`config.mk`:
```
export PLATFORM = sky130hd
export DESIGN_NAME = sorted_list_merge_top_flat
export DESIGN_NICKNAME = d
export VERILOG_FILES = /design/src/sv/slm_pkg.sv /design/src/sv/slm_ifs.sv /design/src/sv/sorted_list_merge_top.sv /design/src/flat_wrapper.sv
export SDC_FILE = /design/constraint.sdc
export NUM_CORES = 1
export LEC_CHECK = 0
export CORE_ASPECT_RATIO = 1.1
export CORE_MARGIN = 1.5
export CORE_UTILIZATION = 55
export DETAILED_ROUTE_END_ITERATION = 10
export DONT_BUFFER_PORTS = 1
export PLACE_DENSITY = 0.7
export SYNTH_ARGS = -nofsm -noshare
export SYNTH_HDL_FRONTEND = slang
export SYNTH_SLANG_ARGS = --single-unit
export TNS_END_PERCENT = 1
```
`constraint.sdc`:
```
create_clock -name clk -period 5.5 [get_ports clk]
set_input_delay 0.825 -clock clk [delete_from_list [all_inputs] [get_ports clk]]
set_output_delay 0.825 -clock clk [all_outputs]
set_load 0.005 [all_outputs]
```
`src/sv/slm_pkg.sv`:
```
// shared types and constants for the sorted list merge block
package slm_pkg;

	localparam int unsigned MAX_LEN_A = 8;
	localparam int unsigned MAX_LEN_B = 8;

	localparam int unsigned DATA_W = 32;
	localparam int unsigned LEN_W  = 4;
	localparam int unsigned MODE_W = 2;

	// list index and fill position widths
	localparam int unsigned IDX_A_W = (MAX_LEN_A > 1) ? $clog2(MAX_LEN_A) : 1;
	localparam int unsigned IDX_B_W = (MAX_LEN_B > 1) ? $clog2(MAX_LEN_B) : 1;
	localparam int unsigned POS_A_W = $clog2(MAX_LEN_A + 1);
	localparam int unsigned POS_B_W = $clog2(MAX_LEN_B + 1);

	// configuration register map
	localparam int unsigned CFG_IDX_W = 1;
	localparam logic [CFG_IDX_W-1:0] REG_LEN_A = 1'd0;
	localparam logic [CFG_IDX_W-1:0] REG_LEN_B = 1'd1;

	localparam logic [LEN_W-1:0] LEN_A_RST = 4'd5;
	localparam logic [LEN_W-1:0] LEN_B_RST = 4'd3;

	typedef enum logic [MODE_W-1:0] {
		MODE_LOAD_A = 2'd0,
		MODE_LOAD_B = 2'd1,
		MODE_MERGE  = 2'd2
	} mode_t;

	typedef enum logic [1:0] {
		ST_IDLE  = 2'b01,
		ST_MERGE = 2'b10
	} state_t;

endpackage

```
`src/sv/slm_ifs.sv`:
```
// valid/ready channel interfaces: item input, result output, register writes

interface slm_in_if;
	import slm_pkg::*;
	logic                     valid;
	logic                     ready;
	logic [MODE_W-1:0]        mode;
	logic signed [DATA_W-1:0] value;
	modport source (output valid, output mode, output value, input ready);
	modport sink   (input valid, input mode, input value, output ready);
endinterface

interface slm_out_if;
	import slm_pkg::*;
	logic                     valid;
	logic                     ready;
	logic signed [DATA_W-1:0] merged_value;
	logic                     last;
	modport source (output valid, output merged_value, output last, input ready);
	modport sink   (input valid, input merged_value, input last, output ready);
endinterface

interface slm_cfg_if;
	import slm_pkg::*;
	logic                 valid;
	logic                 ready;
	logic [CFG_IDX_W-1:0] index;
	logic [LEN_W-1:0]     data;
	modport source (output valid, output index, output data, input ready);
	modport sink   (input valid, input index, input data, output ready);
endinterface

```
`src/sv/sorted_list_merge_top.sv`:
```
// merge of two ascending signed lists: load storage, merge sequencer, output register
//
// Two ascending lists of signed 32-bit values, A and B, are loaded one element per
// input beat (mode 0 into A, mode 1 into B; mode 3 is ignored), and after each
// load the block stays ready. Loads past the list capacity are dropped. A merge beat
// (mode 2) emits len_a + len_b results in ascending order, ties going to A first,
// and flags the final one with last; lengths above the capacity count as the
// capacity, and a merge of two empty lists emits nothing. The merge is run by a
// single signed comparator that picks one element per cycle while the output
// register is empty or being read, and the input is not ready during a merge.
// Results leave through a one-entry output register, so the input may accept loads
// while the final result still waits. A merge also rewinds both load positions.
// Elements must be loaded before a merge reads them. The list storage needs no
// clearing after reset. The user must write the length registers over the
// configuration channel only while the block is idle; the block does not enforce it.
module sorted_list_merge_top
	import slm_pkg::*;
(
	input  logic        clk,
	input  logic        arst_n,
	slm_in_if.sink      src,
	slm_cfg_if.sink     cfg,
	slm_out_if.source   res
);

	// list storage, flops read at the merge pointers
	logic signed [DATA_W-1:0] list_a_q [MAX_LEN_A];
	logic signed [DATA_W-1:0] list_b_q [MAX_LEN_B];

	// fill positions
	logic [POS_A_W-1:0] load_pos_a_q;
	logic [POS_B_W-1:0] load_pos_b_q;

	// length registers
	logic [LEN_W-1:0] len_a_q;
	logic [LEN_W-1:0] len_b_q;

	// merge sequencer
	state_t             state_q;
	logic [POS_A_W-1:0] na_q, ia_q;
	logic [POS_B_W-1:0] nb_q, ib_q;

	// output register
	logic                     out_valid_q;
	logic signed [DATA_W-1:0] out_value_q;
	logic                     out_last_q;

	// input beat decode
	logic               src_fire;
	mode_t              src_mode;
	logic [POS_A_W-1:0] na_clamp;
	logic [POS_B_W-1:0] nb_clamp;

	// merge step
	logic                     slot_free;
	logic                     a_left, b_left;
	logic                     take_a;
	logic                     step;
	logic                     step_last;
	logic signed [DATA_W-1:0] head_a, head_b;

	assign src.ready = (state_q == ST_IDLE);
	assign cfg.ready = 1'b1;
	assign src_fire  = src.valid && src.ready;
	assign src_mode  = mode_t'(src.mode);

	// lengths above capacity count as capacity
	assign na_clamp = ({{(32-LEN_W){1'b0}}, len_a_q} > MAX_LEN_A) ?
	                  POS_A_W'(MAX_LEN_A) : POS_A_W'(len_a_q);
	assign nb_clamp = ({{(32-LEN_W){1'b0}}, len_b_q} > MAX_LEN_B) ?
	                  POS_B_W'(MAX_LEN_B) : POS_B_W'(len_b_q);

	// the shared comparator: one pick per cycle while the output slot is free
	assign head_a    = list_a_q[ia_q[IDX_A_W-1:0]];
	assign head_b    = list_b_q[ib_q[IDX_B_W-1:0]];
	assign a_left    = (ia_q < na_q);
	assign b_left    = (ib_q < nb_q);
	assign take_a    = a_left && (!b_left || (head_a <= head_b));
	assign slot_free = !out_valid_q || res.ready;
	assign step      = (state_q == ST_MERGE) && slot_free;

	// final pick once both pointers reach their ends
	always_comb begin
		if (take_a) begin
			step_last = (ia_q + POS_A_W'(1) == na_q) && !b_left;
		end else begin
			step_last = (ib_q + POS_B_W'(1) == nb_q) && !a_left;
		end
	end

	assign res.valid        = out_valid_q;
	assign res.merged_value = out_value_q;
	assign res.last         = out_last_q;

	// configuration registers
	always_ff @(posedge clk or negedge arst_n) begin
		if (!arst_n) begin
			len_a_q <= LEN_A_RST;
			len_b_q <= LEN_B_RST;
		end else if (cfg.valid && cfg.ready) begin
			unique case (cfg.index)
				REG_LEN_A: len_a_q <= cfg.data;
				REG_LEN_B: len_b_q <= cfg.data;
				default: ;
			endcase
		end
	end

	// list storage writes, no reset needed
	always_ff @(posedge clk) begin
		if (src_fire && src_mode == MODE_LOAD_A && load_pos_a_q < POS_A_W'(MAX_LEN_A)) begin
			list_a_q[load_pos_a_q[IDX_A_W-1:0]] <= src.value;
		end
		if (src_fire && src_mode == MODE_LOAD_B && load_pos_b_q < POS_B_W'(MAX_LEN_B)) begin
			list_b_q[load_pos_b_q[IDX_B_W-1:0]] <= src.value;
		end
	end

	// fill positions and merge sequencer
	always_ff @(posedge clk or negedge arst_n) begin
		if (!arst_n) begin
			load_pos_a_q <= '0;
			load_pos_b_q <= '0;
			state_q      <= ST_IDLE;
			na_q         <= '0;
			nb_q         <= '0;
			ia_q         <= '0;
			ib_q         <= '0;
		end else begin
			unique case (state_q)
				ST_IDLE: begin
					if (src_fire) begin
						unique case (src_mode)
							MODE_LOAD_A: begin
								if (load_pos_a_q < POS_A_W'(MAX_LEN_A))
									load_pos_a_q <= load_pos_a_q + POS_A_W'(1);
							end
							MODE_LOAD_B: begin
								if (load_pos_b_q < POS_B_W'(MAX_LEN_B))
									load_pos_b_q <= load_pos_b_q + POS_B_W'(1);
							end
							MODE_MERGE: begin
								load_pos_a_q <= '0;
								load_pos_b_q <= '0;
								na_q         <= na_clamp;
								nb_q         <= nb_clamp;
								ia_q         <= '0;
								ib_q         <= '0;
								// two empty lists: nothing to emit
								if (na_clamp != '0 || nb_clamp != '0)
									state_q <= ST_MERGE;
							end
							default: ;
						endcase
					end
				end
				ST_MERGE: begin
					if (step) begin
						if (take_a)
							ia_q <= ia_q + POS_A_W'(1);
						else
							ib_q <= ib_q + POS_B_W'(1);
						if (step_last)
							state_q <= ST_IDLE;
					end
				end
				default: state_q <= ST_IDLE;
			endcase
		end
	end

	// output register control
	always_ff @(posedge clk or negedge arst_n) begin
		if (!arst_n) begin
			out_valid_q <= 1'b0;
		end else if (step) begin
			out_valid_q <= 1'b1;
		end else if (res.ready) begin
			out_valid_q <= 1'b0;
		end
	end

	// output payload
	always_ff @(posedge clk) begin
		if (step) begin
			out_value_q <= take_a ? head_a : head_b;
			out_last_q  <= step_last;
		end
	end

endmodule

```
`src/flat_wrapper.sv`:
```
// flat-port wrapper written by rule: the top's interface ports become plain ports
module sorted_list_merge_top_flat import slm_pkg::*;
  (clk, arst_n, src_valid, src_mode, src_value, src_ready, cfg_valid, cfg_index, cfg_data, cfg_ready, res_valid, res_merged_value, res_last, res_ready);
  slm_in_if src_i ();
  slm_cfg_if cfg_i ();
  slm_out_if res_i ();
  input  logic clk;
  input  logic arst_n;
  input wire logic [$bits(src_i.valid)-1:0] src_valid;
  input wire logic [$bits(src_i.mode)-1:0] src_mode;
  input wire logic [$bits(src_i.value)-1:0] src_value;
  output wire logic [$bits(src_i.ready)-1:0] src_ready;
  input wire logic [$bits(cfg_i.valid)-1:0] cfg_valid;
  input wire logic [$bits(cfg_i.index)-1:0] cfg_index;
  input wire logic [$bits(cfg_i.data)-1:0] cfg_data;
  output wire logic [$bits(cfg_i.ready)-1:0] cfg_ready;
  output wire logic [$bits(res_i.valid)-1:0] res_valid;
  output wire logic [$bits(res_i.merged_value)-1:0] res_merged_value;
  output wire logic [$bits(res_i.last)-1:0] res_last;
  input wire logic [$bits(res_i.ready)-1:0] res_ready;
  assign src_i.valid = src_valid;
  assign src_i.mode = src_mode;
  assign src_i.value = src_value;
  assign src_ready = src_i.ready;
  assign cfg_i.valid = cfg_valid;
  assign cfg_i.index = cfg_index;
  assign cfg_i.data = cfg_data;
  assign cfg_ready = cfg_i.ready;
  assign res_valid = res_i.valid;
  assign res_merged_value = res_i.merged_value;
  assign res_last = res_i.last;
  assign res_i.ready = res_ready;
  sorted_list_merge_top u_core (.clk(clk), .arst_n(arst_n), .src(src_i), .cfg(cfg_i), .res(res_i));
endmodule
```
# Yosys cells after proc, flatten, opt, wreduce, memory -nomap -nowiden
# Memory sizes are Yosys's and may differ from the RTL's.
# Cells that the tools add are included.
dict set report totals {
  inputBits 44
  latch_bits 0
  out_inout_bits 36
  n_memories 2
  rom_bits 0
  word_cells 99
  ff_bits 68
  ramBits 512
}
# memory depth width rd rd_clocked_by_memory_dff write_ports line
set mem_list {}
lappend mem_list {u_core.list_a_q 8 32 1 0 1 sorted_list_merge_top.sv:27} ;# logic signed [DATA_W-1:0] list_a_q [MAX_LEN_A];
lappend mem_list {u_core.list_b_q 8 32 1 0 1 sorted_list_merge_top.sv:28} ;# logic signed [DATA_W-1:0] list_b_q [MAX_LEN_B];
dict set report op_classes {
  shifts 0
  mul 0
  n_reduce_logical 30
  n_bitwise 1
  n_addsub 4
  eq_ne 15
  div_mod_pow 0
  mux 28
  magnitude_cmp 7
}
# cell n
set op_table {}
lappend op_table {{$mux 4} 10}
lappend op_table {{$le 32x32->1} 1}
lappend op_table {{$mux 32} 1}
lappend op_table {{$pmux 4 s2} 4}
lappend op_table {{$add 4x1->4 const B} 4}
lappend op_table {{$reduce_and 5->1} 3}
lappend op_table {{$ne 2x2->1 const B} 6}
lappend op_table {{$mux 2} 5}
lappend op_table {{$logic_and 1x1->1} 9}
lappend op_table {{$eq 4x4->1} 2}
lappend op_table {{$gt 4x4->1 const B} 2}
lappend op_table {{$lt 4x4->1} 2}
lappend op_table {{$lt 4x4->1 const B} 2}
lappend op_table {{$reduce_and 4->1} 2}
lappend op_table {{$reduce_bool 2->1} 4}
lappend op_table {{$reduce_bool 4->1} 2}
lappend op_table {{$mux 1} 7}
lappend op_table {{$ne 2x1->1 const B} 3}
lappend op_table {{$eq 2x1->1 const B} 2}
lappend op_table {{$eq 2x2->1 const B} 2}
lappend op_table {{$pmux 2 s2} 1}
lappend op_table {{$reduce_and 2->1} 2}
lappend op_table {{$logic_not 1->1} 3}
lappend op_table {{$logic_or 1x1->1} 3}
lappend op_table {{other kinds (3)} 3}

# Longest topological paths before layout
dict set report depth {
  depth_word 8
  depth_mapped 16
  ltp_nobuf 11
}

# Least setup slack after synthesis
# Ideal clock, no wire load.
dict set report synth_timing {
  path_type {input -> register}
  startpoint {input port src_mode[0]}
  endpoint {memory u_core.list_a_q[0][0], enable pin}
  t_arrival_ps 3848
  setup_time_ps 468
  path_buffers 0
  path_stages 4
  path_slack_ps 1184
  required_ps 5032
  path_cell_list {inv_1 > nand3_1 > nor4_1 > nor3b_1}
}
dict set report synth_via {
  elab_chain_len 5
}
# item line
set synth_rtl {}
lappend synth_rtl {{from (decl)} flat_wrapper.sv:10} ;# input wire logic [$bits(src_i.mode)-1:0] src_mode;
lappend synth_rtl {{$logic_not 2->1} sorted_list_merge_top.sv:111} ;# if (src_fire && src_mode == MODE_LOAD_A && load_pos_a_q < POS_A_W'(MAX_LEN_A)) begin
lappend synth_rtl {{$logic_and 1x1->1 (2 in a row)} sorted_list_merge_top.sv:111}
lappend synth_rtl {{$mux 1} sorted_list_merge_top.sv:111}
lappend synth_rtl {{$mux 1 (not written as such)} sorted_list_merge_top.sv:112} ;# list_a_q[load_pos_a_q[IDX_A_W-1:0]] <= src.value;
lappend synth_rtl {{to (decl)} sorted_list_merge_top.sv:27}
# Every way passes these cells.

# Worst setup path after layout
dict set report layout_timing {
  startpoint {register u_core.ia_q[0]}
  endpoint {register u_core.out_value_q[1] (netlist: u_core.res.merged_value[1]) (data pin)}
}
dict set report layout_via {
  elab_chain_len 5
  word_cells_on_any_way 6
  classes_between {2 x order compare; 1 x mux; 2 x reduce/logical; 1 x memory}
}
# item line
set layout_rtl {}
lappend layout_rtl {{from (decl)} sorted_list_merge_top.sv:40} ;# logic [POS_A_W-1:0] na_q, ia_q;
lappend layout_rtl {{from (signal assigned)} sorted_list_merge_top.sv:160} ;# ia_q <= ia_q + POS_A_W'(1);
lappend layout_rtl {{$mem_v2 8x32} n/a}
lappend layout_rtl {{$le 32x32->1} sorted_list_merge_top.sv:78} ;# assign take_a = a_left && (!b_left || (head_a <= head_b));
lappend layout_rtl {{$logic_or 1x1->1} sorted_list_merge_top.sv:78}
lappend layout_rtl {{$logic_and 1x1->1} sorted_list_merge_top.sv:78}
lappend layout_rtl {{$mux 32 (*)} sorted_list_merge_top.sv:186} ;# out_value_q <= take_a ? head_a : head_b;
lappend layout_rtl {{to (signal assigned)} sorted_list_merge_top.sv:186}
lappend layout_rtl {{to (decl)} sorted_list_merge_top.sv:45} ;# logic signed [DATA_W-1:0] out_value_q;
# Mark *: on every way between the ends. The rest lies on a longest branch, timed or not.
# A chain may end at the register's enable or synchronous reset.

==> run metrics <==
status=complete, no violations; fin area=0.0260 mm^2; via count=11,098; GRT Residual Overflow=0; Core Util, Final=0.626; Critical Path Source Type=register; drt pass-1 iters=5; data required time of the critical path=5.85 ns; Synth Area per Inst=20.3 um^2; clock power share=0.373; GRT Overall Usage=0.236; number of DRC markers in iteration 0=845; Leakage Power=8.08 nW; peak supply drop=0.252 mV; setup violators final=0; sequential power share=0.523; r2r endpoint=u_core.res.merged_value[1]; worst setup path endpoint=u_core.res.merged_value[1]; Synth top area share=0.703; Final Wtd Congestion=0.764; Fill cells=2,806; R2R Setup Slk=0.47 ns; clock insertion delay at the later pin of the skew report=0.61 ns; most frequent cells in the layout=edfxtp_1, mux4_2, clkbuf_16; Power Internal=7.51 mW; mux share of post-synthesis cell area=0.158; worst-path maximum fanout=46; DRC=0; Post-synth EDFFs=545; max cap viols=0; post-synthesis cell area=0.0233 mm^2; Post-Synth XOR/XNOR Area=0.00376; Comb pwr share=0.104; CTS tree=yes; clk_skew=0.0216 ns; Horiz. Die Dim=199 um; cts bufs inserted=55; Vias per Instance=6.22; PD cells=375 mW/mm^2; Register Area=0.0173 mm^2; Root Buffer Master=clkbuf_16; CTS clk-pin slew, worst paths=0.06 ns; post-route insts no fill=1,785; min Tclk post-route=5.03 ns; hold slack=0.0537 ns; number of synthesis warnings=0; initial core utilization=0.561; dpl cells=1,685; crit path DAT=5.38 ns; RSZ-0062 raised after global routing=false; drt wl/cell=27.3 um; achievable clock frequency=199 MHz; fraction of registers with async set/reset=0.0603; reg2reg path depth=12; Clock Sinks=580; num rows=78; die height=219 um; initial antenna violation count=1; largest cells by area after synthesis=edfxtp_1, mux4_2, dfrtp_1, ha_1, mux2_2; final-stage net count=1,271; H-tree levels=2; n_diodes=0; ys flop type=edfxtp_1; PnR Total Power=9.74 mW; Rel. slew slack=0.230; CP Launch Point=u_core.ia_q[0]; share of cells above drive strength 1=0.251; Die Area=0.0436 mm^2; CP Capture Type=register; footprint of the multi-input gates=0.00584 mm^2; sequential element share of the synthesized area=0.741; combinational family with the most area after synthesis=multiplexers; Setup CP Type=reg2reg; distinct cell type count after synthesis=49; vias in the first global route=11,626; # IOs=80; Final Cycle Share=0.915; post-synth net total=1,237; Sw Share=0.229; P&R area growth vs syn=11.5%; core area=0.0415 mm^2; Setup WS pre-CTS=0.540 ns; commonest non-fill, non-tap cell in the layout=edfxtp_1; placed instance area=0.0242 mm^2; final hold viol count=0; Worst Tran Pin Value=1.15 ns; Max Transition Viols Final=0; post-detailed-route count of antenna-violating nets=0; largest net degree at the start of global routing=47; FF-to-FF Start=u_core.ia_q[0]; first-pass GRT wire length=73,400 um; FF+latch count, synth=580; largest area contributor in the netlist=edfxtp_1; setup TNS=0 ns; hpwl dp=28,300 um; PortBufs=0; Post-Synth Adder-Cell Area=0.0236; drt total wl=48,700 um; post-synthesis compound-gate area fraction=0.0362; hold crit path type=in2async; Simple-Gate Fraction of Synth Area=0.0254; fin worst setup slack=0.470 ns; net switching power=2.23 mW; Syn Inst Count=1,149; worst-case clock buffer depth=3
==> area by class of cell <==
class,instances,share of cell area
clock buffer,65,0.0561
inverter,15,0.00217
timing repair buffer,34,0.0146
clock inverter,34,0.0101
tap,560,0.0270
sequential,580,0.665
multi-input combinational,497,0.225
==> power groups by stage <==
stage          Combinational (mW)  Sequential, mW  Clock, mW
2_1_floorplan               0.763            5.13          0
3_3_place_gp                0.984            5.18          0
3_5_place_dp                 1.01            5.19          0
4_1_cts                      1.02            5.10       3.69
5_1_grt                      1.12            5.11       3.86
6_report                     1.02            5.09       3.63
==> metal layers <==
layer / routed length (um) / up-vias / global-route usage / part of all wire
met5: 0 / - / 0 / 0
met4: 1320 / 0 / 0.0745 / 0.027
met3: 2870 / 83 / 0.0464 / 0.059
met2: 24600 / 348 / 0.392 / 0.51
met1: 19900 / 5854 / 0.316 / 0.41
li1: - / 4813 / - / -
==> worst min-delay path by stage <==
stage	start	cells past startpoint	end	slack (ns)
floorplan	u_core.na_q[0]	2	u_core.na_q[0]	0.45
global placement	u_core.nb_q[0]	2	u_core.nb_q[0]	0.48
detailed placement	u_core.nb_q[0]	2	u_core.nb_q[0]	0.49
CTS	arst_n	1	u_core.na_q[0]	0.03
global route	arst_n	0	u_core.state_q[0]	0.03
finish	arst_n	1	u_core.ia_q[3]	0.05
==> state kept, by name, summed over array words and instances (netlist names), 2 cells and up <==
| register | flops |
|---|---|
| u_core.ia_q | 4 |
| u_core.ib_q | 4 |
| u_core.len_a_q | 4 |
| u_core.len_b_q | 4 |
| u_core.list_a_q | 256 |
| u_core.list_b_q | 256 |
| u_core.load_pos_a_q | 4 |
| u_core.load_pos_b_q | 4 |
| u_core.na_q | 4 |
| u_core.nb_q | 4 |
| u_core.res.merged_value | 32 |
| u_core.state_q | 2 |
==> kinds of logic after synthesis <==
kind of cell	after synthesis
DFF	580
xor gates and xnor gates	10
and+or+nand+nor	114
buffers and inverters	72
other	1
muxes	202
AOI/OAI and AO/OA	126
adders and majority gates	44
==> synth_stat cells (all sizes together), types with 9 or more instances <==
library cell / number
a21oi: 17
nor2: 20
mux2: 40
mux2i: 34
clkbuf: 41
o31a: 31
o21ai: 52
dfrtp: 30
buf: 16
nand3: 14
nand2b: 9
mux4: 128
ha: 44
nand2: 28
edfxtp: 545
inv: 15
==> critical path, cell delays in order (launching register included) <==
cell and delay, ns:
dfrtp_4 0.66, buf_4 0.39, mux4_2 0.54, mux2_2 0.30, ha_1 0.33, nand4_1 0.17
nor3_1 0.30, a21boi_0 0.24, nor4b_1 0.14, o32ai_4 0.76, buf_4 0.56, o21ai_0 0.20
o31a_1 0.14
==> repair_timing <==
action	4_1_cts	5_1_grt
gates resized for setup	0	0
setup buffers	0	0
hold endpoints to repair	30	0
hold buffers	1	0
No activity file was read; power rests on OpenSTA's default activity.
